===== src/rtl/btg_pkg.sv =====
// shared types and constants for the beep train generator
package btg_pkg;

  // field widths
  localparam int unsigned TimeW  = 16;
  localparam int unsigned CountW = 8;
  localparam int unsigned OpW    = 3;
  localparam int unsigned CfgIdxW = 1;

  // register reset values and the forever beep count
  localparam logic [TimeW-1:0]  OnTimeRst  = 16'd50;
  localparam logic [TimeW-1:0]  PeriodRst  = 16'd200;
  localparam logic [CountW-1:0] ForeverCnt = 8'hFF;

  // register indexes
  localparam logic [CfgIdxW-1:0] REG_ON_TIME = 1'b0;
  localparam logic [CfgIdxW-1:0] REG_PERIOD  = 1'b1;

  // operation codes
  localparam logic [OpW-1:0] OP_TICK      = 3'd0;
  localparam logic [OpW-1:0] OP_START     = 3'd1;
  localparam logic [OpW-1:0] OP_STOP      = 3'd2;
  localparam logic [OpW-1:0] OP_FORCE_ON  = 3'd3;
  localparam logic [OpW-1:0] OP_FORCE_OFF = 3'd4;

  // phase lengths derived from the registers
  typedef struct packed {
    logic [TimeW-1:0] on_len;
    logic [TimeW-1:0] off_len;
  } phase_len_t;

  // one result beat
  typedef struct packed {
    logic              level;
    logic              running;
    logic [CountW-1:0] left;
  } result_t;

endpackage


===== src/rtl/btg_cfg.sv =====
// configuration registers and derived phase lengths
module btg_cfg
  import btg_pkg::*;
(
  input  logic               clk,
  input  logic               rst_n,
  input  logic               cfg_we,
  input  logic [CfgIdxW-1:0] cfg_index,
  input  logic [TimeW-1:0]   cfg_wdata,
  output phase_len_t         len
);

  logic [TimeW-1:0] on_time_r;
  logic [TimeW-1:0] period_r;
  phase_len_t       len_r;
  phase_len_t       len_nxt;

  // register writes
  always_ff @(posedge clk) begin
    if (!rst_n) begin
      on_time_r <= OnTimeRst;
      period_r  <= PeriodRst;
    end else if (cfg_we) begin
      unique case (cfg_index)
        REG_ON_TIME: on_time_r <= cfg_wdata;
        REG_PERIOD:  period_r  <= cfg_wdata;
        default: ;
      endcase
    end
  end

  // on phase is at least one tick, off phase at least one tick
  always_comb begin
    len_nxt.on_len = (on_time_r == '0) ? TimeW'(1) : on_time_r;
    if (period_r <= on_time_r) begin
      len_nxt.off_len = TimeW'(1);
    end else begin
      len_nxt.off_len = period_r - on_time_r;
    end
  end

  // lengths registered: a write lands in the config registers first, then here
  always_ff @(posedge clk) begin
    if (!rst_n) begin
      len_r.on_len  <= OnTimeRst;
      len_r.off_len <= PeriodRst - OnTimeRst;
    end else begin
      len_r <= len_nxt;
    end
  end

  assign len = len_r;

endmodule


===== src/rtl/btg_core.sv =====
// beep timer state and per-beat update
module btg_core
  import btg_pkg::*;
(
  input  logic              clk,
  input  logic              rst_n,
  input  logic              fire,
  input  logic [OpW-1:0]    op,
  input  logic [CountW-1:0] count,
  input  phase_len_t        len,
  output result_t           res
);

  logic              level_r, level_nxt;
  logic              active_r, active_nxt;
  logic [TimeW-1:0]  tick_r, tick_nxt;
  logic [CountW-1:0] left_r, left_nxt;

  logic [TimeW:0]    tick_inc;
  logic [TimeW-1:0]  cur_len;
  logic              phase_done;
  logic [CountW-1:0] left_dec;

  // phase timing
  assign cur_len    = level_r ? len.on_len : len.off_len;
  assign tick_inc   = {1'b0, tick_r} + (TimeW+1)'(1);
  assign phase_done = (tick_inc >= {1'b0, cur_len});
  assign left_dec   = ((left_r == ForeverCnt) || (left_r == '0)) ? left_r
                                                                 : left_r - CountW'(1);

  // next state per operation
  always_comb begin
    level_nxt  = level_r;
    active_nxt = active_r;
    tick_nxt   = tick_r;
    left_nxt   = left_r;
    unique case (op)
      OP_TICK: begin
        if (active_r) begin
          if (phase_done) begin
            tick_nxt  = '0;
            level_nxt = !level_r;
            if (level_r) begin
              left_nxt = left_dec;
              if (left_dec == '0) begin
                active_nxt = 1'b0;
              end
            end
          end else begin
            tick_nxt = tick_inc[TimeW-1:0];
          end
        end
      end
      OP_START: begin
        left_nxt   = count;
        level_nxt  = 1'b1;
        active_nxt = 1'b1;
        tick_nxt   = '0;
      end
      OP_STOP, OP_FORCE_OFF: begin
        level_nxt  = 1'b0;
        active_nxt = 1'b0;
        tick_nxt   = '0;
      end
      OP_FORCE_ON: begin
        level_nxt  = 1'b1;
        active_nxt = 1'b0;
        tick_nxt   = '0;
      end
      default: ;
    endcase
  end

  // state registers
  always_ff @(posedge clk) begin
    if (!rst_n) begin
      level_r  <= 1'b0;
      active_r <= 1'b0;
      tick_r   <= '0;
      left_r   <= '0;
    end else if (fire) begin
      level_r  <= level_nxt;
      active_r <= active_nxt;
      tick_r   <= tick_nxt;
      left_r   <= left_nxt;
    end
  end

  assign res.level   = level_nxt;
  assign res.running = active_nxt;
  assign res.left    = left_nxt;

endmodule


===== src/rtl/beep_train_generator.sv =====
// top level: input register, beep timer core, result register
//
//   channel | ports                                      | moves
//   in      | in_valid, in_stall, in_operation, in_beep_count | one command beat
//   out     | out_valid, out_stall, out_buzzer_level, out_running, out_beeps_left
//           |                                            | one result beat
//   cfg     | cfg_we, cfg_index, cfg_wdata               | one register write
//
// one beat per cycle unless out is stalled; a result goes from its input beat through
// the input register, then update logic into the result register
// reset clears the timer state and loads on_time 50, beep_period 200
// an out stall holds the result and backs up through the input register
// a register write is seen by beats accepted from the next cycle on
module beep_train_generator
  import btg_pkg::*;
(
  input  logic               clk,
  input  logic               rst_n,
  input  logic               in_valid,
  output logic               in_stall,
  input  logic [OpW-1:0]     in_operation,
  input  logic [CountW-1:0]  in_beep_count,
  output logic               out_valid,
  input  logic               out_stall,
  output logic               out_buzzer_level,
  output logic               out_running,
  output logic [CountW-1:0]  out_beeps_left,
  input  logic               cfg_we,
  input  logic [CfgIdxW-1:0] cfg_index,
  input  logic [TimeW-1:0]   cfg_wdata
);

  logic              in_vld_r;
  logic [OpW-1:0]    op_r;
  logic [CountW-1:0] cnt_r;
  logic              out_vld_r;
  result_t           res_r;
  result_t           res;
  phase_len_t        len;
  logic              adv;
  logic              in_take;

  // handshake
  assign adv      = in_vld_r && (!out_vld_r || !out_stall);
  assign in_stall = in_vld_r && !adv;
  assign in_take  = in_valid && !in_stall;

  // input register
  always_ff @(posedge clk) begin
    if (!rst_n) begin
      in_vld_r <= 1'b0;
    end else if (in_take) begin
      in_vld_r <= 1'b1;
    end else if (adv) begin
      in_vld_r <= 1'b0;
    end
  end

  always_ff @(posedge clk) begin
    if (in_take) begin
      op_r  <= in_operation;
      cnt_r <= in_beep_count;
    end
  end

  btg_cfg u_cfg (
    .clk       (clk),
    .rst_n     (rst_n),
    .cfg_we    (cfg_we),
    .cfg_index (cfg_index),
    .cfg_wdata (cfg_wdata),
    .len       (len)
  );

  btg_core u_core (
    .clk   (clk),
    .rst_n (rst_n),
    .fire  (adv),
    .op    (op_r),
    .count (cnt_r),
    .len   (len),
    .res   (res)
  );

  // result register
  always_ff @(posedge clk) begin
    if (!rst_n) begin
      out_vld_r <= 1'b0;
    end else if (adv) begin
      out_vld_r <= 1'b1;
    end else if (!out_stall) begin
      out_vld_r <= 1'b0;
    end
  end

  always_ff @(posedge clk) begin
    if (adv) begin
      res_r <= res;
    end
  end

  assign out_valid        = out_vld_r;
  assign out_buzzer_level = res_r.level;
  assign out_running      = res_r.running;
  assign out_beeps_left   = res_r.left;

  // checks
  a_adv_fills: assert property (@(posedge clk) disable iff (!rst_n)
    adv |=> out_vld_r)
    else $error("result register not filled after advance");

  a_stall_cause: assert property (@(posedge clk) disable iff (!rst_n)
    in_stall |-> (in_vld_r && out_vld_r && out_stall))
    else $error("input stalled without a blocked result");

  a_drain: assert property (@(posedge clk) disable iff (!rst_n)
    (out_vld_r && !out_stall && !in_vld_r) |=> !out_vld_r)
    else $error("result repeated after being taken");

  a_start: assert property (@(posedge clk) disable iff (!rst_n)
    (adv && (op_r == OP_START)) |=> (res_r.level && res_r.running))
    else $error("start did not turn the buzzer on");

endmodule

===== config.mk =====
export PLATFORM = sky130hd
export DESIGN_NAME = beep_train_generator
export DESIGN_NICKNAME = d
export VERILOG_FILES = /design/src/rtl/btg_pkg.sv /design/src/rtl/btg_cfg.sv /design/src/rtl/btg_core.sv /design/src/rtl/beep_train_generator.sv
export SDC_FILE = /design/constraint.sdc
export NUM_CORES = 1
export LEC_CHECK = 0
export BUFFER_PORTS_ARGS = -buffer_cell sky130_fd_sc_hd__buf_2
export CORE_ASPECT_RATIO = 0.75
export CORE_MARGIN = 1.5
export CORE_UTILIZATION = 40
export DETAILED_ROUTE_END_ITERATION = 16
export GPL_ROUTABILITY_DRIVEN = 0
export GPL_TIMING_DRIVEN = 0
export MAX_ROUTING_LAYER = met4
export PLACE_DENSITY = 0.55
export SLEW_MARGIN = 10
export SYNTH_ARGS = -nofsm -noshare
export SYNTH_HDL_FRONTEND = slang
export SYNTH_SLANG_ARGS = --single-unit

===== constraint.sdc =====
create_clock -name clk -period 5.8 [get_ports clk]
set_input_delay 1.16 -clock clk [delete_from_list [all_inputs] [get_ports clk]]
set_output_delay 1.16 -clock clk [all_outputs]
set_load 0.1 [all_outputs]

==> results.cfg <==
[sta]
final_max_slew_viol_count = 0
finalCritPeriodShare_pct = 71.8
rsz0062_at_grt = false
clock_skew_ns = 0.00657
worst_slew_pin_slew_ns = 0.943
relSlewSlack_pct = 37.0
period_minus_slack_ns = 4.16
tns_ns = 0
hold_viol_final = 0
fin_ws_ns = 1.64
max_freq_mhz = 240
setup_viol = 0

[clock_tree]
clk-insertion-delay-late_ns = 0.41
ctsResizeCount = 0
postCtsSetupBuffers = 0
path_clk_slew_ns = 0.06
cts_tree = done
hold_buffers = 0
cts_buffers = 17
cts_max_level = 4
cts_root_buf = clkbuf_16
numClockSinks = 113
clock_path_buffers = 2

[synthesis]
synth_edf_count = 21
synth_common_cells = 116 x nand2_1, 92 x dfxtp_1, 65 x a21oi_1, 38 x nor2_1, 36 x ha_1
synth-async-reset-ratio_pct = 0
synthCells = 715
yosysMostFrequentCell = nand2_1
ys.flop_type = dfxtp_1
syn_avg_cell_area_sq_um = 8.53
netlist_top_cells_area = dfxtp_1 30%, edfxtp_1 10%, ha_1 7.4%
ys_warn_count = 0
synth_seq_cells = 113
synth_top_cell_area_share_pct = 30.2
synth_area_sq_um = 6100
synth_nets = 785
synth_cell_types = 63
seq_area_frac_synth_pct = 40.5
synth_top_area_cell = dfxtp_1

[pwr]
powerDensity_nw_per_um2 = 308
leakagePower_nw = 2.85
p_int_mw = 1.59
ir_drop_uv = 195
clkPwrFrac_pct = 45.8
pwr-share-comb_pct = 14.8
p_sw_share_pct = 27.7
pwr-share-seq_pct = 39.4
p_sw_mw = 0.609

[critical_path]
cp-end-kind = register
required_ns = 5.92
critPathMaxFanout = 10
startpoint_type = register
cp.arrival_ns = 4.28
crit_type = register to register

[global_route]
antenna_found_initial = 0
overflow = 0
track_usage_pct = 21.6
first_global_vias = 4964
grt_pass1_wl_mm = 25.8
grt_max_degree = 17

[hold_path]
min_path_type = register to register

[layout]
final_cells = 991
drive_gt1_share_pct = 11.3
antenna_cells = 0
nets = 848
synthToLayoutAreaGrowth_pct = 17.1

[job]
cap_violations = 0

[routing]
wl_per_cell_microns = 16.3
vias_per_cell = 5.47
drt_pass1_iterations = 5
wirelength_mm = 16.2
drt_iter0_drc = 459
antenna_left = 0
drcViolationCount = 0
via_count = 5421

[floorplan]
fp-row-count = 38
pin_count = 45
fp.dieW_microns = 146
die_y_microns = 110
initial_core_util_pct = 41.5
core_area_sq_um = 14700
design.die.area_sq_um = 16000

[run_status]
status = completed

[place]
dpl_worst_slack_ns = 1.66
port_buffers = 44
place_inst = 959
place.detailed.hpwl_mm = 12.2
[path summary, 6_finish.rpt]
check | from | slack (ns) | cells past startpoint | to
setup / recovery | u_core.level_r$_SDFFE_PN0P_ | 1.64 | 10 | out_beeps_left[4]$_DFFE_PP_
setup reg to reg | u_core.level_r$_SDFFE_PN0P_ | 1.64 | 10 | out_beeps_left[4]$_DFFE_PP_
hold / removal | u_cfg.period_r[11]$_SDFFE_PN0P_ | 0.47 | 2 | u_cfg.period_r[11]$_SDFFE_PN0P_
hold reg to reg | u_cfg.period_r[11]$_SDFFE_PN0P_ | 0.47 | 2 | u_cfg.period_r[11]$_SDFFE_PN0P_
[sequential cells by signal, indices dropped and copies added, names as in the netlist]
| name | count |
|---|---|
| u_cfg.on_time_r | 16 |
| out_beeps_left | 8 |
| u_core.left_r | 8 |
| u_core.tick_r | 16 |
| cnt_r | 8 |
| u_cfg.period_r | 16 |
| out_valid | 1 |
| out_buzzer_level | 1 |
| u_cfg.len | 32 |
| u_core.active_r | 1 |
| out_running | 1 |
| op_r | 3 |
| u_core.level_r | 1 |
| in_vld_r | 1 |
[per-layer routing]
metal / GRT usage, % / vias to the layer above / wire length, microns
met5: - / - / 0
li1: - / 2684 / -
met1: 30.9 / 2545 / 8450
met4: 5.32 / 0 / 91
met3: 5.81 / 8 / 1210
met2: 29.9 / 184 / 6440
[through the flow]
stage / utilization, % / hold slack, ns / power, mW / area, sq um
2_1_floorplan: - / 0.433 / 1.12 / 6100
3_3_place_gp: 44.7 / 0.452 / 1.20 / 6570
3_5_place_dp: 44.7 / 0.460 / 1.20 / 6570
4_1_cts: 48.6 / 0.470 / 2.21 / 7140
5_1_grt: 48.6 / 0.494 / 2.29 / 7140
6_report: 48.6 / 0.468 / 2.20 / 7140
[worst max-delay path, stage by stage, from the launching register on]
cell       delay [ns]
dfxtp_1          0.37
clkbuf_1         0.54
buf_1            0.61
mux2i_1          0.29
ha_1             0.28
a21oi_1          0.16
a21boi_0         0.11
o311ai_1         0.47
a31oi_1          0.32
o21ai_0          0.53
a2bb2oi_1        0.20
[placed cells by master, fill, tap and decap left out, types with 5 or more instances in the layout]
cell	count
a32o_1	6
inv_1	32
nand3_1	22
clkbuf_1	30
nand2_1	116
xnor2_1	15
nor4_1	10
a21oi_1	65
o21ai_0	23
o21a_1	5
nand4_1	17
a31oi_1	5
mux2i_1	22
nand2b_1	20
buf_2	47
nor2_1	38
buf_1	6
xor2_1	8
nor3_1	21
clkbuf_16	17
clkinvlp_4	5
dfxtp_1	92
ha_1	36
o211ai_1	6
nor2b_1	7
and3_1	17
a21o_1	10
edfxtp_1	21
[power groups by stage]
stage / logic (mW) / registers, mW / clock network (mW)
floorplan: 0.214 / 0.901 / 0
global placement: 0.317 / 0.880 / 0
detailed placement: 0.321 / 0.882 / 0
CTS: 0.323 / 0.865 / 1.02
global route: 0.360 / 0.869 / 1.06
finish: 0.326 / 0.866 / 1.01
[final cells by class]
| cell class | instances | area (sq um) |
|---|---|---|
| buffer | 39 | 158 |
| fill | 1431 | 7550 |
| inverter | 32 | 120 |
| clock buffer | 18 | 429 |
| tap | 200 | 250 |
| multi-input combinational | 531 | 3350 |
| sequential | 113 | 2470 |
| timing repair buffer | 44 | 220 |
| clock inverter | 14 | 141 |
[cells by family after synthesis]
kind of cell             after synthesis  share of synthesized area, %
AO/OA/AOI/OAI                        156                          16.6
XOR/XNOR                              23                          3.30
adder cells (fa/ha/maj)               37                          7.72
buffers and inverters                 71                          4.56
flip-flops                           113                          40.5
multiplexers                          25                          4.23
AND/OR/NAND/NOR                      290                          23.1
(Power assumes the default switching activity.)
